$ cat config.mk
export PLATFORM = sky130hd
export DESIGN_NAME = fpga_config_stream_crc_rewriter
export DESIGN_NICKNAME = d
export VERILOG_FILES = /design/src/rtl/cscrw_pkg.sv /design/src/rtl/cscrw_queue.sv /design/src/rtl/cscrw_front.sv /design/src/rtl/cscrw_back.sv /design/src/rtl/fpga_config_stream_crc_rewriter.sv
export SDC_FILE = /design/constraint.sdc
export NUM_CORES = 1
export LEC_CHECK = 0
export ABC_AREA = 1
export CAP_MARGIN = 40
export CORE_MARGIN = 3
export CORE_UTILIZATION = 45
export DETAILED_ROUTE_END_ITERATION = 8
export DONT_BUFFER_PORTS = 1
export GPL_ROUTABILITY_DRIVEN = 1
export SLEW_MARGIN = 20
export SYNTH_ARGS = -nofsm -noshare
export SYNTH_HDL_FRONTEND = slang
export SYNTH_SLANG_ARGS = --single-unit
$ cat constraint.sdc
create_clock -name clk -period 6.6 [get_ports clk]
set_input_delay 0.66 -clock clk [delete_from_list [all_inputs] [get_ports clk]]
set_output_delay 0.66 -clock clk [all_outputs]
set_load 0.02 [all_outputs]
$ cat src/rtl/cscrw_pkg.sv
// Shared types, command codes and the CRC helper for the config stream CRC rewriter.
// No dependencies; every other file of the block imports this package.
`timescale 1ns / 1ps

package cscrw_pkg;

  // Stream framing
  localparam logic [31:0] PREAMBLE = 32'h7eaa997e;
  localparam logic [15:0] CRC_POLY = 16'h1021;
  localparam logic [15:0] CRC_INIT = 16'hffff;

  // Command codes (high nibble of a command byte)
  localparam logic [3:0] CMD_CONTROL = 4'h0;
  localparam logic [3:0] CMD_BANK    = 4'h1;
  localparam logic [3:0] CMD_CRC     = 4'h2;
  localparam logic [3:0] CMD_FREQ    = 4'h5;
  localparam logic [3:0] CMD_WIDTH   = 4'h6;
  localparam logic [3:0] CMD_HEIGHT  = 4'h7;
  localparam logic [3:0] CMD_OFFSET  = 4'h8;
  localparam logic [3:0] CMD_FLAGS   = 4'h9;

  // Control payloads
  localparam logic [31:0] CTL_CRAM      = 32'd1;
  localparam logic [31:0] CTL_BRAM      = 32'd3;
  localparam logic [31:0] CTL_CRC_RESET = 32'd5;
  localparam logic [31:0] CTL_WAKEUP    = 32'd6;

  // Frequency range limit and flags payloads
  localparam logic [31:0] FREQ_MAX       = 32'd2;
  localparam logic [31:0] FLG_NONE       = 32'd0;
  localparam logic [31:0] FLG_NOSLEEP    = 32'd1;
  localparam logic [31:0] FLG_WARM       = 32'd32;
  localparam logic [31:0] FLG_WARM_NOSLP = 32'd33;

  // Warning codes
  localparam logic [2:0] WARN_NONE      = 3'd0;
  localparam logic [2:0] WARN_CRAM_TRL  = 3'd1;
  localparam logic [2:0] WARN_BRAM_TRL  = 3'd2;
  localparam logic [2:0] WARN_BAD_CMD   = 3'd3;
  localparam logic [2:0] WARN_BAD_CTL   = 3'd4;
  localparam logic [2:0] WARN_BAD_FREQ  = 3'd5;
  localparam logic [2:0] WARN_BAD_FLAGS = 3'd6;

  // Queue between front and back
  localparam int QDEPTH = 4;
  localparam int QPTR_W = 2;
  localparam int QCNT_W = 3;

  // One queued item: which bytes to emit plus the status shown on them
  typedef struct packed {
    logic       echo;      // emit data
    logic       crc_hi;    // emit CRC high byte
    logic       crc_lo;    // emit CRC low byte
    logic       pad;       // emit zero pad byte
    logic       crc_rst;   // load CRC init after the echo
    logic [7:0] data;
    logic [2:0] warn;
    logic [1:0] freq;
    logic       warm_boot;
    logic       no_sleep;
    logic       done;
  } cscrw_entry_t;

  // CRC-16-CCITT over one byte, MSB first
  function automatic logic [15:0] crc_byte(input logic [15:0] crc, input logic [7:0] b);
    logic [15:0] c;
    logic        top;
    c = crc;
    for (int i = 7; i >= 0; i--) begin
      top = c[15] ^ b[i];
      c   = {c[14:0], 1'b0} ^ (top ? CRC_POLY : 16'h0000);
    end
    return c;
  endfunction

endpackage

$ cat src/rtl/cscrw_queue.sv
// Short register queue that decouples the command front from the output back.
// Depends on cscrw_pkg for the entry type and depth.
`timescale 1ns / 1ps

module cscrw_queue
  import cscrw_pkg::*;
(
  input  logic         clk,
  input  logic         rst_n,
  input  logic         push,
  input  cscrw_entry_t push_entry,
  input  logic         pop,
  output cscrw_entry_t head,
  output logic         empty,
  output logic         full
);

  cscrw_entry_t            mem_r [QDEPTH];
  logic [QPTR_W-1:0]       wr_ptr_r;
  logic [QPTR_W-1:0]       rd_ptr_r;
  logic [QCNT_W-1:0]       count_r;

  assign empty = (count_r == '0);
  assign full  = (count_r == QCNT_W'(QDEPTH));
  assign head  = mem_r[rd_ptr_r];

  always_ff @(posedge clk) begin
    if (push) begin
      mem_r[wr_ptr_r] <= push_entry;
    end
  end

  always_ff @(posedge clk) begin
    if (!rst_n) begin
      wr_ptr_r <= '0;
      rd_ptr_r <= '0;
      count_r  <= '0;
    end else begin
      if (push) wr_ptr_r <= wr_ptr_r + 1'b1;
      if (pop)  rd_ptr_r <= rd_ptr_r + 1'b1;
      case ({push, pop})
        2'b10:   count_r <= count_r + 1'b1;
        2'b01:   count_r <= count_r - 1'b1;
        default: count_r <= count_r;
      endcase
    end
  end

endmodule

$ cat src/rtl/cscrw_front.sv
// Front part: preamble search, command decode, payload gathering and run tracking.
// Depends on cscrw_pkg; pushes one entry per byte-producing item into cscrw_queue.
`timescale 1ns / 1ps

module cscrw_front
  import cscrw_pkg::*;
#(
  parameter int DIM_BITS = 16
) (
  input  logic         clk,
  input  logic         rst_n,
  input  logic         in_valid,
  output logic         in_ready,
  input  logic [7:0]   in_byte,
  input  logic         in_end_of_stream,
  input  logic         q_full,
  output logic         push,
  output cscrw_entry_t push_entry
);

  localparam int PROD_W = 2 * DIM_BITS;
  localparam int BL_W   = 2 * DIM_BITS - 3;
  localparam logic [DIM_BITS-1:0] DIM_MAX = '1;

  localparam logic [2:0] PH_SEARCH  = 3'd0;
  localparam logic [2:0] PH_CMD     = 3'd1;
  localparam logic [2:0] PH_PAYLOAD = 3'd2;
  localparam logic [2:0] PH_DATA    = 3'd3;
  localparam logic [2:0] PH_TRAILER = 3'd4;
  localparam logic [2:0] PH_DONE    = 3'd5;

  logic [31:0]         window_r, window_nxt;
  logic [2:0]          phase_r, phase_nxt;
  logic [3:0]          cmd_r, cmd_nxt;
  logic [3:0]          left_r, left_nxt;
  logic [31:0]         pval_r, pval_nxt;
  logic [DIM_BITS-1:0] width_r, width_nxt;
  logic [DIM_BITS-1:0] height_r, height_nxt;
  logic [PROD_W-1:0]   prod_r;
  logic [BL_W-1:0]     bl_r, bl_nxt;
  logic                bram_r, bram_nxt;
  logic                tnz_r, tnz_nxt;
  logic [1:0]          freq_r, freq_nxt;
  logic [1:0]          boot_r, boot_nxt;

  logic                accept;
  logic                exec;
  logic [3:0]          ex_cmd;
  logic [31:0]         ex_p;
  logic                run_go;
  logic                run_bram;
  logic [BL_W-1:0]     run_len;
  cscrw_entry_t        ent;

  assign in_ready = !q_full;
  assign accept   = in_valid && in_ready;

  always_comb begin
    window_nxt = window_r;
    phase_nxt  = phase_r;
    cmd_nxt    = cmd_r;
    left_nxt   = left_r;
    pval_nxt   = pval_r;
    width_nxt  = width_r;
    height_nxt = height_r;
    bl_nxt     = bl_r;
    bram_nxt   = bram_r;
    tnz_nxt    = tnz_r;
    freq_nxt   = freq_r;
    boot_nxt   = boot_r;
    exec       = 1'b0;
    ex_cmd     = cmd_r;
    ex_p       = pval_r;
    run_go     = 1'b0;
    run_bram   = 1'b0;
    run_len    = '0;
    ent        = '0;
    ent.data   = in_byte;

    if (phase_r != PH_DONE) begin
      if (in_end_of_stream) begin
        ent.pad   = 1'b1;
        phase_nxt = PH_DONE;
      end else begin
        unique case (phase_r)
          PH_SEARCH: begin
            ent.echo   = 1'b1;
            window_nxt = {window_r[23:0], in_byte};
            if (window_nxt == PREAMBLE) phase_nxt = PH_CMD;
          end
          PH_CMD: begin
            ent.echo = 1'b1;
            cmd_nxt  = in_byte[7:4];
            left_nxt = in_byte[3:0];
            pval_nxt = '0;
            if (in_byte[3:0] == 4'd0) begin
              exec   = 1'b1;
              ex_cmd = in_byte[7:4];
              ex_p   = '0;
            end else begin
              phase_nxt = PH_PAYLOAD;
            end
          end
          PH_PAYLOAD: begin
            pval_nxt = {pval_r[23:0], in_byte};
            ent.echo = (cmd_r != CMD_CRC);
            left_nxt = left_r - 4'd1;
            if (left_r == 4'd1) begin
              exec = 1'b1;
              ex_p = pval_nxt;
            end
          end
          PH_DATA: begin
            ent.echo = 1'b1;
            bl_nxt   = bl_r - 1'b1;
            if (bl_r == BL_W'(1)) begin
              bl_nxt    = BL_W'(2);
              phase_nxt = PH_TRAILER;
            end
          end
          PH_TRAILER: begin
            ent.echo = 1'b1;
            tnz_nxt  = tnz_r | (in_byte != 8'h00);
            bl_nxt   = bl_r - 1'b1;
            if (bl_r == BL_W'(1)) begin
              if (tnz_nxt) ent.warn = bram_r ? WARN_BRAM_TRL : WARN_CRAM_TRL;
              phase_nxt = PH_CMD;
            end
          end
          default: phase_nxt = PH_DONE;
        endcase
      end
    end

    // Execute a fully gathered command
    if (exec) begin
      phase_nxt = PH_CMD;
      unique case (ex_cmd) inside
        CMD_CONTROL: begin
          if (ex_p == CTL_CRAM) begin
            run_go = 1'b1;
          end else if (ex_p == CTL_BRAM) begin
            run_go   = 1'b1;
            run_bram = 1'b1;
          end else if (ex_p == CTL_CRC_RESET) begin
            ent.crc_rst = 1'b1;
          end else if (ex_p == CTL_WAKEUP) begin
            ent.pad   = 1'b1;
            phase_nxt = PH_DONE;
          end else begin
            ent.warn = WARN_BAD_CTL;
          end
        end
        CMD_BANK, CMD_OFFSET: ;
        CMD_CRC: begin
          ent.crc_hi = 1'b1;
          ent.crc_lo = 1'b1;
        end
        CMD_FREQ: begin
          if (ex_p > FREQ_MAX) ent.warn = WARN_BAD_FREQ;
          else                 freq_nxt = ex_p[1:0];
        end
        CMD_WIDTH: begin
          width_nxt = (ex_p >= 32'(DIM_MAX)) ? DIM_MAX : DIM_BITS'(ex_p + 32'd1);
        end
        CMD_HEIGHT: begin
          height_nxt = (ex_p > 32'(DIM_MAX)) ? DIM_MAX : ex_p[DIM_BITS-1:0];
        end
        CMD_FLAGS: begin
          if (ex_p == FLG_NONE)            boot_nxt = 2'b00;
          else if (ex_p == FLG_NOSLEEP)    boot_nxt = 2'b01;
          else if (ex_p == FLG_WARM)       boot_nxt = 2'b10;
          else if (ex_p == FLG_WARM_NOSLP) boot_nxt = 2'b11;
          else                             ent.warn = WARN_BAD_FLAGS;
        end
        default: ent.warn = WARN_BAD_CMD;
      endcase
    end

    // Start a CRAM or BRAM data run; BRAM moves whole 16-bit words
    if (run_go) begin
      run_len = prod_r[PROD_W-1:3];
      if (run_bram) run_len[0] = 1'b0;
      bram_nxt = run_bram;
      tnz_nxt  = 1'b0;
      if (run_len != '0) begin
        bl_nxt    = run_len;
        phase_nxt = PH_DATA;
      end else begin
        bl_nxt    = BL_W'(2);
        phase_nxt = PH_TRAILER;
      end
    end

    ent.freq      = freq_nxt;
    ent.warm_boot = boot_nxt[1];
    ent.no_sleep  = boot_nxt[0];
    ent.done      = (phase_nxt == PH_DONE);
  end

  assign push       = accept && (ent.echo || ent.crc_hi || ent.pad);
  assign push_entry = ent;

  always_ff @(posedge clk) begin
    if (!rst_n) begin
      window_r <= '0;
      phase_r  <= PH_SEARCH;
      cmd_r    <= '0;
      left_r   <= '0;
      pval_r   <= '0;
      width_r  <= '0;
      height_r <= '0;
      prod_r   <= '0;
      bl_r     <= '0;
      bram_r   <= 1'b0;
      tnz_r    <= 1'b0;
      freq_r   <= '0;
      boot_r   <= '0;
    end else begin
      // Run size is registered from the dimension registers, so it lags them; a run command always needs
      // at least two more items after the last dimension update.
      prod_r <= PROD_W'(width_r) * PROD_W'(height_r);
      if (accept) begin
        window_r <= window_nxt;
        phase_r  <= phase_nxt;
        cmd_r    <= cmd_nxt;
        left_r   <= left_nxt;
        pval_r   <= pval_nxt;
        width_r  <= width_nxt;
        height_r <= height_nxt;
        bl_r     <= bl_nxt;
        bram_r   <= bram_nxt;
        tnz_r    <= tnz_nxt;
        freq_r   <= freq_nxt;
        boot_r   <= boot_nxt;
      end
    end
  end

endmodule

$ cat src/rtl/cscrw_back.sv
// Back part: expands queued entries into output bytes and keeps the output CRC.
// Depends on cscrw_pkg; reads entries from cscrw_queue.
`timescale 1ns / 1ps

module cscrw_back
  import cscrw_pkg::*;
(
  input  logic         clk,
  input  logic         rst_n,
  input  cscrw_entry_t head,
  input  logic         q_empty,
  output logic         pop,
  output logic         out_valid,
  input  logic         out_ready,
  output logic [7:0]   out_byte,
  output logic         out_last_of_run,
  output logic [2:0]   out_warning,
  output logic [1:0]   out_freq_range,
  output logic         out_warm_boot,
  output logic         out_no_sleep,
  output logic         out_stream_done
);

  cscrw_entry_t cur_r, cur_nxt;
  logic         active_r;
  logic [15:0]  crc_r, crc_nxt;
  logic [7:0]   crc_lo_r;
  logic         out_valid_r;
  logic [7:0]   byte_r, byte_nxt;
  logic         last_r, last_nxt;
  logic [2:0]   warn_r;
  logic [1:0]   freq_r;
  logic         warm_r, nosleep_r, done_r;

  cscrw_entry_t src;
  logic         src_valid;
  logic         load;

  assign src       = active_r ? cur_r : head;
  assign src_valid = active_r || !q_empty;
  assign load      = src_valid && (!out_valid_r || out_ready);
  assign pop       = load && !active_r;

  // Pick the next byte in the order echo, CRC high, CRC low, pad
  always_comb begin
    cur_nxt  = src;
    byte_nxt = 8'h00;
    crc_nxt  = crc_r;
    if (src.echo) begin
      cur_nxt.echo = 1'b0;
      byte_nxt     = src.data;
      crc_nxt      = src.crc_rst ? CRC_INIT : crc_byte(crc_r, src.data);
    end else if (src.crc_hi) begin
      cur_nxt.crc_hi = 1'b0;
      byte_nxt       = crc_r[15:8];
      crc_nxt        = crc_byte(crc_r, crc_r[15:8]);
    end else if (src.crc_lo) begin
      cur_nxt.crc_lo = 1'b0;
      byte_nxt       = crc_lo_r;
      crc_nxt        = crc_byte(crc_r, crc_lo_r);
    end else begin
      cur_nxt.pad = 1'b0;
      crc_nxt     = crc_byte(crc_r, 8'h00);
    end
    last_nxt = !(cur_nxt.echo || cur_nxt.crc_hi || cur_nxt.crc_lo || cur_nxt.pad);
  end

  always_ff @(posedge clk) begin
    if (load) begin
      cur_r     <= cur_nxt;
      byte_r    <= byte_nxt;
      last_r    <= last_nxt;
      warn_r    <= src.warn;
      freq_r    <= src.freq;
      warm_r    <= src.warm_boot;
      nosleep_r <= src.no_sleep;
      done_r    <= src.done;
      // Hold the low byte of the CRC as it stood before the high byte went out
      if (!src.echo && src.crc_hi) crc_lo_r <= crc_r[7:0];
    end
  end

  always_ff @(posedge clk) begin
    if (!rst_n) begin
      active_r    <= 1'b0;
      out_valid_r <= 1'b0;
      crc_r       <= '0;
    end else begin
      if (load) begin
        active_r    <= !last_nxt;
        out_valid_r <= 1'b1;
        crc_r       <= crc_nxt;
      end else if (out_ready) begin
        out_valid_r <= 1'b0;
      end
    end
  end

  assign out_valid       = out_valid_r;
  assign out_byte        = byte_r;
  assign out_last_of_run = last_r;
  assign out_warning     = warn_r;
  assign out_freq_range  = freq_r;
  assign out_warm_boot   = warm_r;
  assign out_no_sleep    = nosleep_r;
  assign out_stream_done = done_r;

endmodule

$ cat src/rtl/fpga_config_stream_crc_rewriter.sv
// Top level of the configuration stream CRC rewriter.
// Depends on cscrw_pkg, cscrw_front, cscrw_queue and cscrw_back.
`timescale 1ns / 1ps
//
//  channel  | handshake             | payload
//  ---------+-----------------------+------------------------------------------
//  in       | in_valid / in_ready   | in_byte[7:0], in_end_of_stream
//  out      | out_valid / out_ready | out_byte[7:0], out_last_of_run,
//           |                       | out_warning[2:0], out_freq_range[1:0],
//           |                       | out_warm_boot, out_no_sleep, out_stream_done
//
//  The front takes one item per cycle while the four-entry queue has room.
//  The back sends one output byte per cycle while out_ready is high; an item that makes
//  two or three bytes (CRC command, wakeup) holds the back until all its bytes are out,
//  so sustained throughput is set by the single output port.
//  An accepted item is written into the queue; its first output byte is then registered in the back.
//  rst_n is synchronous, active low, and clears the queue, state and CRC.
//  A stalled out_ready backs up the queue and then drops in_ready.
//
module fpga_config_stream_crc_rewriter
  import cscrw_pkg::*;
#(
  parameter int DIM_BITS = 16
) (
  input  logic       clk,
  input  logic       rst_n,
  input  logic       in_valid,
  output logic       in_ready,
  input  logic [7:0] in_byte,
  input  logic       in_end_of_stream,
  output logic       out_valid,
  input  logic       out_ready,
  output logic [7:0] out_byte,
  output logic       out_last_of_run,
  output logic [2:0] out_warning,
  output logic [1:0] out_freq_range,
  output logic       out_warm_boot,
  output logic       out_no_sleep,
  output logic       out_stream_done
);

  cscrw_entry_t push_entry;
  cscrw_entry_t head;
  logic         push;
  logic         pop;
  logic         q_empty;
  logic         q_full;

  // Classify each byte and decide which output bytes it causes
  cscrw_front #(
    .DIM_BITS(DIM_BITS)
  ) u_front (
    .clk              (clk),
    .rst_n            (rst_n),
    .in_valid         (in_valid),
    .in_ready         (in_ready),
    .in_byte          (in_byte),
    .in_end_of_stream (in_end_of_stream),
    .q_full           (q_full),
    .push             (push),
    .push_entry       (push_entry)
  );

  // Decouple decode from output so each side stalls on its own
  cscrw_queue u_queue (
    .clk        (clk),
    .rst_n      (rst_n),
    .push       (push),
    .push_entry (push_entry),
    .pop        (pop),
    .head       (head),
    .empty      (q_empty),
    .full       (q_full)
  );

  // Serialize bytes, insert CRC, keep the running output CRC
  cscrw_back u_back (
    .clk             (clk),
    .rst_n           (rst_n),
    .head            (head),
    .q_empty         (q_empty),
    .pop             (pop),
    .out_valid       (out_valid),
    .out_ready       (out_ready),
    .out_byte        (out_byte),
    .out_last_of_run (out_last_of_run),
    .out_warning     (out_warning),
    .out_freq_range  (out_freq_range),
    .out_warm_boot   (out_warm_boot),
    .out_no_sleep    (out_no_sleep),
    .out_stream_done (out_stream_done)
  );

endmodule

* Word level (Yosys, flattened, before mapping)
Memories as Yosys holds them, arrays and structs flattened. A register that Yosys moved wholly into a read port is not among the register bits.
Cells that the tools add are included.
** Word-level totals
- Register bits after elaboration :: 228
- RAM bits :: 84
- Input bits :: 13
- Output and inout bits :: 19
- Memories :: 1
** Memories
- u_queue.mem_r :: depth 4, width 21, rd ports 1, clocked after memory_dff 1, wr ports 1, RTL line cscrw_queue.sv:18 : cscrw_entry_t mem_r [QDEPTH];
** Operators by class
- Add/sub/neg operators :: 7
- Multipliers :: 1
- $lt $le $gt $ge :: 3
- Equality and inequality tests :: 27
- Muxes and demuxes :: 133
- Bitwise logic cells :: 43
- Reduce and logical (&&, ||, !) cells :: 42
** Operators by type and width (number)
- $xor 16x16->16 :: 24
- $mux 13 :: 24
- $mux 29 :: 5
- $mux 32 :: 4
- $pmux 32 s2 :: 2
- $mux 16 :: 6
- $mux 3 :: 30
- $eq 32x3->1 const B :: 2
- $eq 32x6->1 const B :: 2
- $pmux 29 s2 :: 1
- $mux 2 :: 17
- $eq 32x1->1 const B :: 1
- $eq 32x2->1 const B :: 1
- $eq 32x31->1 const B :: 1
- $ge 32x16->1 const B :: 1
- $gt 32x16->1 const B :: 1
- $gt 32x2->1 const B :: 1
- $logic_not 32->1 :: 1
- $mul 16x16->32 :: 1
- $eq 29x1->1 const B :: 1
- $mux 1 :: 29
- $reduce_bool 29->1 :: 1
- $sub 29x1->29 const B :: 1
- $mux 8 :: 3
- other kinds (40) :: 96

* Depth between registers and ports, before layout
Gate-level depths: netlist of run 1.
- Word-level depth :: 27
- Depth in mapped cells :: 30
- Depth with buffers taken out :: 28

* Cells and area by module
Synthesis of run 1 repeated with hierarchy kept, for this count alone.
** Second synthesis, totals
- Cell total of the unflattened synthesis :: 3264
- Area total of the unflattened synthesis :: 24833.8 um2
** By module, submodules not included
- cscrw_front :: times used 1, cells each 2546, area each 17688.2 um2
- cscrw_queue :: times used 1, cells each 261, area each 3608.5 um2
- cscrw_back :: times used 1, cells each 457, area each 3537.1 um2

* Worst setup path after synthesis of run 1
No wires, ideal clock.
- Path kind :: reg-to-reg
- Start point :: register u_front.height_r[9]
- End point :: register u_front.prod_r[25]
- Library setup time :: 111 ps
- Arrival :: 5574 ps
- Slack :: 915 ps
- Stages on the path, launching flop included :: 26
- Buffers on the path :: 2
- Cells stage by stage :: dfxtp_1 > clkbuf_1 > clkbuf_1 > nand2_1 > fa_1 > inv_1 > fa_1 > inv_1 > fa_1 > inv_1 > fa_1 > fa_1 > inv_1 > fa_1 > inv_1 > ha_1 > nand2_1 > nor2_1 > inv_1 > o21bai_1 > a21oi_1 > o21bai_1 > a21oi_1 > nand2b_1 > inv_1 > nor2_1
** Between the ends
- Longest elaborated chain between the ends :: 1
** RTL lines
- start, declared :: RTL line cscrw_front.sv:38 : logic [DIM_BITS-1:0] height_r, height_nxt;
- start signal, assigned :: RTL line cscrw_front.sv:230 : height_r <= height_nxt;
- $mul 16x16->32 :: RTL line cscrw_front.sv:222 : prod_r <= PROD_W'(width_r) * PROD_W'(height_r);
- end signal, assigned :: RTL line cscrw_front.sv:222
- end, declared :: RTL line cscrw_front.sv:39 : logic [PROD_W-1:0] prod_r;
Every way passes these cells.
A chain may end at the register's enable or synchronous reset.

* Final worst setup path of run 1
- Start point :: register u_front.height_r[2]
- End point :: register u_front.prod_r[25]
Same word-level chain as after synthesis.

==> results of run 1 <==
repair_timing:
item	CTS	global route
hold endpoints to repair	0	0
endpoints found under the setup margin	0	2
resized for setup	0	3
cells by family after synthesis:
kind of cell	share of synthesized area, %
and+or+nand+nor	20.2
AOI/OAI and AO/OA	12.0
adders and majority gates	22.4
DFF	30.7
buffers and inverters	11.8
xor gates and xnor gates	2.83
stage by stage:
step / power, mW / hold WS, ns / util, %
floorplan: 4.61 / 0.425 / -
global placement: 5.19 / 0.437 / 46.9
detailed placement: 5.25 / 0.445 / 47.0
CTS: 7.38 / 0.174 / 49.5
global route: 7.84 / 0.169 / 49.5
finish: 7.34 / 0.200 / 49.5
cell type report:
type | instances | share of cell area (%)
Multi-Input combinational cell | 2062 | 53.4
Sequential cell | 307 | 28.5
Inverter | 584 | 8.54
Clock buffer | 48 | 4.07
Tap cell | 680 | 3.31
Timing Repair Buffer | 43 | 1.37
Clock inverter | 17 | 0.851
state kept, by name, indices dropped and copies added, names as in the netlist, 3 cells and up, named ones only:
signal and flops:
u_back.crc_lo_r 8, u_back.crc_r 16, u_back.cur_r 20, u_back.out_byte 8, u_front.bl_r 29, u_front.cmd_r 4, u_front.height_r 16, u_front.left_r 4
u_front.phase_r 3, u_front.prod_r 29, u_front.pval_r 32, u_front.width_r 16, u_front.window_r 24, u_queue.count_r 3, u_queue.mem_r 80
how the worst min path moves through the flow:
| stage | startpoint | endpoint | slack [ns] | cells past startpoint |
|---|---|---|---|---|
| global route | in_byte[7] | u_queue.mem_r[0][15]$_DFFE_PP_ | 0.17 | 0 |
| global placement | u_back.crc_r[6]$_SDFFE_PN0P_ | u_back.crc_lo_r[6]$_DFFE_PP_ | 0.44 | 0 |
| CTS | in_byte[5] | u_queue.mem_r[0][13]$_DFFE_PP_ | 0.17 | 0 |
| floorplan | u_back.crc_r[6]$_SDFFE_PN0P_ | u_back.crc_lo_r[6]$_DFFE_PP_ | 0.42 | 0 |
| finish | in_byte[7] | u_queue.mem_r[3][15]$_DFFE_PP_ | 0.20 | 0 |
| detailed placement | u_front.pval_r[26]$_SDFFE_PN0P_ | u_front.pval_r[26]$_SDFFE_PN0P_ | 0.45 | 2 |
where the power goes:
part | internal [mW] | total, mW | switching (mW)
Sequential | 2.35 | 2.60 | 0.245
Combinational | 0.877 | 2.63 | 1.76
Clock | 1.28 | 2.10 | 0.825
Total | 4.51 | 7.34 | 2.83
layer usage:
layer | GRT usage [%] | vias to the layer above | routed length [um] | share of wire, %
met3 | 3.20 | 90 | 3020 | 4.8
li1 | - | 9620 | - | -
met2 | 39.8 | 461 | 30800 | 49
met4 | 6.54 | 0 | 1560 | 2.5
met5 | 0 | - | 0 | 0
met1 | 30.2 | 9544 | 27700 | 44
worst max-delay path, stage by stage, from the launching register on:
cell and delay [ns]:
dfxtp_1 0.77, nand2_1 0.16, fa_1 0.55, fa_1 0.45, fa_1 0.52, inv_1 0.04, ha_1 0.31, fa_1 0.54
inv_1 0.06, fa_1 0.53, inv_1 0.04, ha_1 0.35, a21oi_1 0.16, a21boi_0 0.48, o21bai_1 0.30, a21oi_1 0.28
o21bai_1 0.14, a21oi_1 0.21, nand2b_1 0.13, inv_1 0.04, nor2_1 0.08
layout by cell type (no fill, tap or decap), types with 18 or more instances in the layout:
cell | synthesis | layout
a22oi_1 | 28 | 28
nand3_1 | 99 | 99
fa_1 | 195 | 195
nor3_1 | 29 | 27
dfxtp_1 | 190 | 187
xor2_1 | 53 | 53
nand2_1 | 648 | 648
o21ai_0 | 204 | 204
nor2_1 | 294 | 294
a31oi_1 | 30 | 29
ha_1 | 115 | 115
nor4_1 | 19 | 19
clkbuf_16 | 0 | 36
inv_1 | 570 | 569
xnor2_1 | 24 | 24
buf_4 | 5 | 35
edfxtp_1 | 117 | 117
a21oi_1 | 161 | 161
o211ai_1 | 25 | 25
o22ai_1 | 18 | 18
nand4_1 | 21 | 21
==> results.txt, run 1 <==
The final max-slew violation count came out at 0. For this run, the leading register cell type out of synthesis is dfxtp_1. The transition time at the pin with the least slew margin is 0.905 ns.

The storage element area came out at 7320 um2. The post-synthesis instance total is 3099. The antenna diode count came out at 0.

The via count is 19715. From synthesis to final layout, the design area changed by 7.83%. The via count of the first global-routing pass is 19966. The number of violations of the max-capacitance limit is 0. Synthesis produced a netlist with a net count of 3422. The root buffer cell is clkbuf_16. After synthesis, the most frequently instantiated cells are 648 x nand2_1, 570 x inv_1, 294 x nor2_1. The count of nets left with antenna violations once routing finished came out at 0. The floorplan step set the die width to 236 um.

Across all setup checks in the final design, the least slack found is 0.425 ns. For this run, design rule violations remaining after detail routing come to 0. The final estimated routing congestion in global placement came out at 0.913.

The final clock period utilization by the worst path is 93.6%. The number of cell instances on the worst register-to-register path came out at 20. The unique cell type count in the Yosys netlist is 52. The internal reg-to-reg setup slack came out at 0.43 ns. The number of antenna violations at the first check in global routing came to 0.

Before CTS, the worst setup slack after placement is 0.469 ns. The clock latency on the worst-skew pair is 0.56 ns. Clock tree synthesis inserted a total of 36 buffers. The worst voltage drop across the vdd grid is 0.278 mV. The die outline area is 55800 um2.

The critical path is of the register to register type. Using the TritonRoute via totals, the vias-per-cell ratio works out to 5.27. The largest net degree at the start of global routing is 123. The CTS tree is built. The run finished with clean final reports. The die is 236 um tall. In this run the cell area measured after placement is 24400 um2. The final count of hold timing violations was 0. The number of input and output port buffers inserted is 0.

The average cell area after synthesis came out at 7.70 um2. The endpoint required time on the critical path is 7.09 ns. The proportion of synthesized flip-flops having asynchronous set or reset came out at 0%. The worst setup path is captured at a register. The maximum frequency from static timing analysis came out at 162 MHz. Once placement completed, the tool counted placed cells totaling 3672. The number of nets in the layout came out at 3357. The final non-filler cell total is 3741. Sequential cells were found to cover 30.7% of the synthesized design area. The final setup skew is 0.0205 ns. The clock slew seen by the registers of the worst setup and hold paths came out at 0.06 ns. Yosys instantiated no cell more often than nand2_1. The startpoint identified for the worst register-to-register timing path is u_front.height_r[2]$_SDFFE_PN0P_. Summed over all instances, the cell type with the most area after synthesis is fa_1. The effective utilization at floorplan came out at 45.9%. The total iterations of the first detailed-routing run is 5. Setup total negative slack on the finished layout was measured at 0 ns.

The post-detailed-placement half-perimeter wirelength is 46.5 mm. The sum of overflow across all layers after global routing came out at 0. The worst setup path is launched from a register. The endpoint arrival time on the critical path came out at 6.67 ns. The area of the core is 51900 um2. The highest fanout seen on the critical path is 17. The floorplan has 83 rows. In the final layout, the multi-input gates occupy 13700 um2.

The worst path in the final design needs a cycle of 6.17 ns, including I/O delays and setup. The number of H-tree branching levels came out at 2. The power per unit of standard cell area came out at 285 nW/um2. The path class of the tightest hold or removal check is input port to register.

The wire length per cell after detailed routing came out at 16.9 um. The count of endpoints failing setup in the final report came out at 0. The endpoint of the most critical setup path is u_front.prod_r[25]$_SDFF_PN0_. Setup repair after global routing left no endpoint under its margin. The synthesized netlist occupies a cell area of 23900 um2.

The leakage power of the design came out at 12.5 nW. In this run the biggest area consumer among cell types represents 16.4% of the synthesized area. After clock tree synthesis, the setup repair step added 0 buffers. For this design, the sink count on the clock tree is 307. The number of flip-flops and latches in the synthesized netlist is 307. The number of buffers inserted for hold repair after clock tree synthesis came out at 0. The synthesized design contains 117 enable-type register cells. The filler cell count in the final layout is 5141. The first-pass GRT wire length is 105 mm. Counting along the longest clock path gives a buffer depth of 3. The post-route netlist has 5.42% of its cells at a drive strength greater than 1. For this run, the number of Yosys warnings is 0. The endpoint identified for the worst register-to-register timing path is u_front.prod_r[25]$_SDFF_PN0_. In this run the worst setup path begins at u_front.height_r[2]$_SDFFE_PN0P_. The top-level I/O count is 32. The total non-filler cell area in the finished layout is 25700 um2. The relative max-transition margin is 39.4%.

The overall routing resource usage is 23.0%. Ranked by total cell area, the synthesized netlist is headed by fa_1 16%, dfxtp_1 16%, edfxtp_1 15%. The number of violations reported at the end of detailed-routing iteration 0 came out at 1378. The overall routed net length is 63.1 mm.
No activity file was read; power rests on OpenSTA's default activity.
==> run 2: changes to the inputs <==
RECOVER_POWER = 25   (was default)
==> results.txt, run 2 (synthesis results as in run 1) <==
The via count is 19761 (was 19715). The CTS tree is built (unchanged). The final reports fail on capacitance limit, slew limit. The overall die height is 236 um (unchanged).

The final worst setup slack is 0.424 ns (was 0.425 ns). The leakage power of the design came out at 12.5 nW (about the same). The count of endpoints failing setup in the final report is 0 (unchanged). The internal reg-to-reg setup slack was 0.42 ns (was 0.43 ns). The ratio of routed vias to standard cells came to 5.28 (was 5.27).

The sum of overflow across all layers after global routing came to 0 (unchanged). The overall routed net length came out at 63.1 mm (about the same). The endpoint required time on the critical path is 7.05 ns (was 7.09 ns). The via count of the first global-routing pass came to 19966 (unchanged).

The width of the die came out at 236 um (unchanged). The number of violations reported at the end of detailed-routing iteration 0 was 1319 (was 1378). The total iterations of the first detailed-routing run was 5 (unchanged). The highest cell delay on the worst timing path came to 0.81 ns (was 0.77 ns). The cell at the slowest stage of the critical path is dfxtp_1 (unchanged). The worst voltage drop across the vdd grid is 0.235 mV (was 0.278 mV).

The first-pass GRT wire length came out at 105 mm (unchanged). The die outline area is 55800 um2 (unchanged). The area of the core came out at 51900 um2 (unchanged). The destination of the worst register-to-register timing path was u_front.prod_r[25]$_SDFF_PN0_ (unchanged). Result of the run: finished, violations left (was completed). The top-level I/O count came out at 32 (unchanged).

The startpoint of the worst setup timing path is u_front.width_r[10]$_SDFFE_PN0P_ (was u_front.height_r[2]$_SDFFE_PN0P_). The endpoint arrival time on the critical path was 6.63 ns (was 6.67 ns). The final estimated routing congestion in global placement came out at 0.913 (unchanged).

The area growth from synthesis to layout was 7.75% (was 7.83%). The number of input and output port buffers inserted is 0 (unchanged). The wire length per cell after detailed routing is 16.9 um (about the same). CP Cell Sequence: nand2_1, fa_1, fa_1, fa_1, inv_1, fa_1, fa_1, inv_1, fa_1, inv_1, ha_1, nand2_1, nor2_1, inv_1, o21bai_1, a21oi_1, o21bai_1, a21oi_1, nand2b_1, inv_1, nor2_1 (was nand2_1, fa_1, fa_1, fa_1, inv_1, ha_1, fa_1, inv_1, fa_1, inv_1, ha_1, a21oi_1, a21boi_0, o21bai_1, a21oi_1, o21bai_1, a21oi_1, nand2b_1, inv_1, nor2_1).

The final max-slew violation count is 52 (was 0). The most common cell after layout, fill and taps aside is nand2_1 (unchanged). The number of violations of the max-capacitance limit is 1 (was 0). The class of the tightest hold or removal check is input port to register (unchanged). The number of nets in the layout came out at 3357 (unchanged). The effective utilization at floorplan is 45.9% (unchanged).

The area of combinational cells with multiple inputs came out at 13700 um2 (about the same). The root buffer cell is clkbuf_16 (unchanged). The switching share of total power came out at 38.5% (about the same). The share of post-route cells with drive strength above 1 is 5.26% (was 5.42%). Setup repair after global routing missed its margin: no (unchanged).

The maximum frequency from static timing analysis is 162 MHz (about the same). The transition time at the pin with the least slew margin is 2.38 ns (was 0.905 ns). The relative max-transition margin is -58.4% (was 39.4%).

The antenna violation net count after detailed routing is 0 (unchanged). The final count of hold timing violations is 0 (unchanged). The number of antenna violations at the first check in global routing is 0 (unchanged).

The number of H-tree branching levels came to 2 (unchanged). The type of destination of the critical path is a register (unchanged). The maximum root-to-sink buffer count is 3 (unchanged). The internal power of the cells came to 4.51 mW (about the same). The number of clock sinks seen by CTS is 307 (unchanged). The endpoint of the most critical setup path is u_front.prod_r[25]$_SDFF_PN0_ (unchanged).

The flip-flop count of the largest register after layout came to 80 (unchanged). Commonest cells after routing, fill and taps aside: 649 x nand2_1, 570 x inv_1, 294 x nor2_1 (was 648 x nand2_1, 569 x inv_1, 294 x nor2_1). The final clock period utilization by the worst path is 93.6% (about the same). The element type at the critical path start is a register (unchanged). The power spent charging and discharging nets came out at 2.82 mW (was 2.83 mW). The number of cell instances on the worst register-to-register path is 21 (was 20). The aggregate negative setup slack is 0 ns (unchanged). The clock slew seen by the registers of the worst setup and hold paths is 0.06 ns (about the same).

The highest fanout seen on the critical path is 17 (unchanged). The final setup skew came to 0.0189 ns (was 0.0205 ns). The number of buffers created by CTS is 36 (unchanged). The worst slack at placement came to 0.469 ns (unchanged). The type of the setup path with the least slack is register to register (unchanged).

The power per unit of standard cell area is 285 nW/um2 (about the same). The final period demand of the worst path came out at 6.18 ns (was 6.17 ns). The post-detailed-placement half-perimeter wirelength is 46.5 mm (unchanged). The register ranked first by flip-flop count was u_queue.mem_r (unchanged). The clock latency on the worst-skew pair is 0.56 ns (about the same). The antenna diode count is 0 (unchanged).

Largest registers ranked by flip-flop count: u_queue.mem_r x80, u_front.pval_r x32 (unchanged). The largest net degree at the start of global routing came out at 123 (unchanged). The remaining routing DRC violations came out at 0 (unchanged). The startpoint of the worst-slack reg-to-reg timing path is u_front.width_r[10]$_SDFFE_PN0P_ (was u_front.height_r[2]$_SDFFE_PN0P_). The floorplan row count is 83 (unchanged). The filler cell count in the final layout came out at 5147 (was 5141). The number of buffers inserted to repair setup after CTS is 0 (unchanged). The combinational fraction of design power is 35.8% (was 35.9%). The clock network power share came out at 28.7% (about the same). The storage element area is 7320 um2 (unchanged).

The most repeated library cell on the critical path is fa_1 (unchanged). The overall routing resource usage came out at 23.0% (unchanged). The portion of total power attributed to sequential cells is 35.5% (was 35.4%).
-- run 2: changes by cell type in the layout (fill, tap and decap cells not counted), sizes merged --
cell,change
buf,-2
clkbuf,+2
-- run 2: timing repair --
item	4_1_cts	5_1_grt
resized for setup	0	3
setup endpoints to repair	0	2
hold buffers	0	0
endpoints found under the hold margin	0	0
-- run 2: worst min-delay path by stage --
stage	startpoint	end	cells after the start
finish	in_byte[7]	u_queue.mem_r[3][15]$_DFFE_PP_	0
detailed placement	u_front.pval_r[26]$_SDFFE_PN0P_	u_front.pval_r[26]$_SDFFE_PN0P_	2
floorplan	u_back.crc_r[6]$_SDFFE_PN0P_	u_back.crc_lo_r[6]$_DFFE_PP_	0
CTS	in_byte[5]	u_queue.mem_r[0][13]$_DFFE_PP_	0
global route	in_byte[7]	u_queue.mem_r[0][15]$_DFFE_PP_	0
global placement	u_back.crc_r[6]$_SDFFE_PN0P_	u_back.crc_lo_r[6]$_DFFE_PP_	0
-- run 2: worst max-delay path: cells and delay by family (launching register included) --
| kind | cells | cell delay, ns |
|---|---|---|
| compound gates | 4 | 1.01 |
| fa+ha+maj | 7 | 3.45 |
| buf+inv | 5 | 0.23 |
| flops | 1 | 0.81 |
| simple gates | 5 | 0.57 |
-- run 2: cell type report --
cell class / count / area share [%]
repair buffers: 43 / 1.34
flip-flops and latches: 307 / 28.5
multi-input cells: 2062 / 53.4
well taps: 680 / 3.31
clock buffers: 48 / 4.07
clock inverters: 17 / 0.852
inverters: 584 / 8.55
-- run 2: power groups by stage --
stage                     logic [mW]  clock network, mW  registers (mW)
after floorplan                 2.06                  0            2.55
after global placement          2.55                  0            2.63
after detailed placement        2.61                  0            2.64
after CTS                       2.62               2.16            2.60
after global routing            2.97               2.24            2.64
final                           2.63               2.11            2.60
-- run 2: stage by stage --
stage                     instances  utilization, %  area, um2  power [mW]  hold WS (ns)
after floorplan                3099               -      23900        4.61         0.425
after global placement         3668            46.9      24400        5.19         0.437
after detailed placement       3672            47.0      24400        5.25         0.445
after CTS                      3737            49.5      25700        7.38         0.174
after global routing           3741            49.5      25700        7.84         0.169
final                          3741            49.5      25700        7.34         0.198
-- run 2: layer usage --
layer,vias up,wire [um],track usage [%],share of wire [%]
li1,9622,-,-,-
met1,9600,27700,30.2,44
met3,90,3040,3.20,4.8
met2,449,30700,39.8,49
met4,0,1580,6.54,2.5
met5,-,0,0,0
==> run 3: changes to the inputs <==
ABC_AREA = default   (was 1)
==> results.txt, run 3 <==
The number of buffers inserted to repair setup after CTS was 0 (unchanged). The predominant post-synthesis flop cell is dfxtp_1 (unchanged). The post-detailed-placement half-perimeter wirelength came out at 45.7 mm (was 46.5 mm). The final clock period utilization by the worst path was 95.1% (was 93.6%). The number of nets in the layout was 2719 (was 3357). The overall power came to 6.51 mW (was 7.34 mW). The post-synthesis instance area is 22900 um2 (was 23900 um2). The most frequent cell after synthesis is nand2_1 (unchanged). The register ranked first by flip-flop count is u_queue.mem_r (unchanged). The area growth from synthesis to layout came out at 9.12% (was 7.75%).

The end of the worst hold path is u_queue.mem_r[0][12]$_DFFE_PP_ (was u_queue.mem_r[3][15]$_DFFE_PP_). The cell count of the worst hold path was 0 (unchanged). The number of violations reported at the end of detailed-routing iteration 0 came out at 1277 (was 1319). The most common cell after layout, fill and taps aside is nand2_1 (unchanged). The root buffer cell is clkbuf_16 (unchanged). The element type at the critical path start was a register (unchanged). The aggregate negative setup slack is 0 ns (unchanged). The floorplan row count is 82 (was 83). The largest net degree at the start of global routing is 81 (was 123).

The startpoint of the worst-slack reg-to-reg timing path is u_front.width_r[7]$_SDFFE_PN0P_ (was u_front.width_r[10]$_SDFFE_PN0P_). The sum of overflow across all layers after global routing is 0 (unchanged). The number of buffers created by CTS was 36 (unchanged). The first-pass GRT wire length came out at 99.5 mm (was 105 mm).

The filler cell count in the final layout was 4671 (was 5147). The worst slack at placement was 0.248 ns (was 0.469 ns). The antenna violation net count after detailed routing came out at 0 (unchanged).

Setup repair after global routing missed its margin: no (unchanged). Commonest cells after routing, fill and taps aside: 299 x nand2_1, 271 x inv_1, 195 x fa_1 (was 649 x nand2_1, 570 x inv_1, 294 x nor2_1). The maximum frequency from static timing analysis is 159 MHz (was 162 MHz). The overall die height came out at 232 um (was 236 um). The maximum root-to-sink buffer count is 3 (unchanged).

The fraction of the core area covered by cells at the end of the flow is 49.8% (was 49.5%). The standard cell area after detailed placement is 23700 um2 (was 24400 um2). The CTS tree is built (unchanged). The wire length per cell after detailed routing is 20.1 um (was 16.9 um). The ratio of routed vias to standard cells came out at 5.63 (was 5.28).

The number of flip-flops and latches in the synthesized netlist is 307 (unchanged). The startpoint of the worst hold path is in_byte[4] (was in_byte[7]). The final estimated routing congestion in global placement is 0.893 (was 0.913). The final setup skew is 0.0258 ns (was 0.0189 ns). The clock latency on the worst-skew pair is 0.57 ns (was 0.56 ns). The power per unit of standard cell area came out at 260 nW/um2 (was 285 nW/um2). The highest fanout seen on the critical path came out at 11 (was 17).

The count of endpoints failing setup in the final report is 0 (unchanged). The number of H-tree branching levels came to 2 (unchanged). The via count came out at 17421 (was 19761). The number of warnings printed during yosys synthesis is 0 (unchanged). The area of combinational cells with multiple inputs was 14000 um2 (was 13700 um2). The via count of the first global-routing pass came out at 17802 (was 19966). The number of cell instances on the worst register-to-register path came out at 19 (was 21). The final period demand of the worst path is 6.28 ns (was 6.18 ns). The number of antenna violations at the first check in global routing is 0 (unchanged). The storage element area is 7320 um2 (unchanged). Largest registers ranked by flip-flop count: u_queue.mem_r x80, u_front.pval_r x32 (unchanged). The remaining routing DRC violations came out at 0 (unchanged). The highest cell delay on the worst timing path was 0.64 ns (was 0.81 ns).

The unique cell type count in the Yosys netlist came out at 95 (was 52). The antenna diode count is 0 (unchanged). The type of destination of the critical path was a register (unchanged).

The endpoint required time on the critical path is 7.10 ns (was 7.05 ns). The internal reg-to-reg setup slack is 0.32 ns (was 0.42 ns). The die outline area came out at 53700 um2 (was 55800 um2). The number of clock sinks seen by CTS is 307 (unchanged).

The top-level I/O count came out at 32 (unchanged). The overall routed net length is 62.1 mm (was 63.1 mm). The flip-flop count of the largest register after layout came out at 80 (unchanged). Most instantiated cells after synthesis: 299 x nand2_1, 272 x inv_1, 195 x fa_1 (was 648 x nand2_1, 570 x inv_1, 294 x nor2_1). The average cell area after synthesis is 9.43 um2 (was 7.70 um2). Most area-consuming cells after synthesis: fa_1 17%, dfxtp_1 17%, edfxtp_1 15% (was fa_1 16%, dfxtp_1 16%, edfxtp_1 15%).

The overall routing resource usage came out at 23.3% (was 23.0%). The area of the core is 50300 um2 (was 51900 um2). The proportion of netlist area held by the largest area contributor is 17.0% (was 16.4%).

Result of the run: finished, violations left (unchanged). Violated checks: capacitance limit, slew limit (unchanged). The worst-case hold slack is 0.191 ns (was 0.198 ns).

The most repeated library cell on the critical path was fa_1 (unchanged). The cell total after placement came out at 3022 (was 3672). The sequential fraction of the synthesis area is 31.9% (was 30.7%). The type of the setup path with the least slack is register to register (unchanged). The transition time at the pin with the least slew margin is 1.71 ns (was 2.38 ns).

The cell at the slowest stage of the critical path is dfxtp_1 (unchanged). The final count of hold timing violations came out at 0 (unchanged). The worst voltage drop across the vdd grid came out at 0.190 mV (was 0.235 mV). The library cell occupying the most area in the post-synthesis netlist was fa_1 (unchanged).

The class of the tightest hold or removal check is input port to register (unchanged). The final max-slew violation count came out at 21 (was 52). The number of violations of the max-capacitance limit is 1 (unchanged). The share of post-route cells with drive strength above 1 came out at 8.21% (was 5.26%). The relative max-transition margin came out at -14.1% (was -58.4%). The total non-filler cell area in the finished layout is 25000 um2 (was 25700 um2). The number of input and output port buffers inserted was 0 (unchanged). The total iterations of the first detailed-routing run is 5 (unchanged). The final worst setup slack is 0.325 ns (was 0.424 ns). CP Cell Sequence: buf_4, nand2_1, fa_1, fa_1, fa_1, inv_1, ha_1, fa_1, inv_1, fa_1, inv_1, ha_1, inv_1, a221oi_1, a2111oi_0, nor2_1, nand4_1, a32oi_1, mux2i_1 (was nand2_1, fa_1, fa_1, fa_1, inv_1, fa_1, fa_1, inv_1, fa_1, inv_1, ha_1, nand2_1, nor2_1, inv_1, o21bai_1, a21oi_1, o21bai_1, a21oi_1, nand2b_1, inv_1, nor2_1). The count of flip-flops with a built-in enable after synthesis is 117 (unchanged). The leakage power of the design is 10.4 nW (was 12.5 nW). The width of the die was 232 um (was 236 um). The clock slew seen by the registers of the worst setup and hold paths is 0.06 ns (about the same).

The endpoint arrival time on the critical path came out at 6.77 ns (was 6.63 ns). The destination of the worst register-to-register timing path is u_front.prod_r[28]$_SDFF_PN0_ (was u_front.prod_r[25]$_SDFF_PN0_). The final non-filler cell total is 3095 (was 3741). The effective utilization at floorplan came out at 45.6% (was 45.9%). The post-synthesis instance total is 2433 (was 3099). The net count after synthesis is 2756 (was 3422). The proportion of synthesized flip-flops having asynchronous set or reset was 0% (unchanged).
## run 3: cell types whose count changed in the layout (fill, tap and decap cells not counted), moves of 22 or more
cell / previous run / this run
o21ai_0: 204 / 99
inv_1: 570 / 271
mux2i_1: 0 / 22
a21oi_1: 161 / 134
and2_1: 2 / 126
xnor2_1: 24 / 54
nor2_1: 294 / 127
nand3_1: 99 / 64
nand2_1: 649 / 299
## run 3: logic make-up (layout without fill, tap and decap cells)
logic type / Yosys count / count (layout) / share of synthesized area [%]
buffers and inverters: 412 / 402 / 7.08
flip-flops: 307 / 307 / 31.9
AND/OR/NAND/NOR: 804 / 804 / 17.7
adder cells (fa/ha/maj): 310 / 310 / 23.3
XOR/XNOR: 103 / 103 / 3.93
multiplexers: 50 / 50 / 3.32
AO/OA/AOI/OAI: 447 / 447 / 12.8
## run 3: layer usage
metal	wire length, um	global-route usage [%]	part of all wire (%)	up-vias
met4	1840	7.34	3.0	0
met3	3510	4.23	5.7	116
li1	-	-	-	8186
met5	0	0	0	-
met2	29800	39.1	48	469
met1	26900	30.8	43	8650
## run 3: what timing repair did
action	4_1_cts	5_1_grt
gates resized for setup	0	5
hold buffers	0	0
endpoints found under the setup margin	0	6
## run 3: cell type report
type	count	area share [%]
inverter	272	4.08
timing repair buffer	65	2.11
sequential	307	29.3
multi-input combinational	1714	56.1
clock inverter	14	0.965
clock buffer	51	4.17
tap	672	3.36
## run 3: how the worst max path moves through the flow
stage,start,endpoint,slack (ns),depth (start not counted)
5_1_grt,u_front.width_r[10]$_SDFFE_PN0P_,u_front.prod_r[26]$_SDFF_PN0_,0.06,19
2_1_floorplan,u_front.height_r[9]$_SDFFE_PN0P_,u_front.prod_r[25]$_SDFF_PN0_,0.71,23
6_report,u_front.width_r[7]$_SDFFE_PN0P_,u_front.prod_r[28]$_SDFF_PN0_,0.32,19
3_5_place_dp,u_front.height_r[5]$_SDFFE_PN0P_,u_front.prod_r[31]$_SDFF_PN0_,0.25,21
4_1_cts,u_front.height_r[5]$_SDFFE_PN0P_,u_front.prod_r[31]$_SDFF_PN0_,0.24,21
3_3_place_gp,u_front.width_r[10]$_SDFFE_PN0P_,u_front.prod_r[31]$_SDFF_PN0_,0.43,20
## run 3: report_power, final
part | switching [mW] | internal (mW)
sequential | 0.230 | 2.29
clock | 0.860 | 1.28
combinational | 1.15 | 0.697
total | 2.24 | 4.27
## run 3: critical path: cells and delay by family (launching register included)
family	cells	cell delay [ns]
flops	1	0.64
simple gates	3	0.71
mux	1	0.20
compound gates	3	0.90
buf+inv	5	0.50
fa+ha+maj	7	3.23
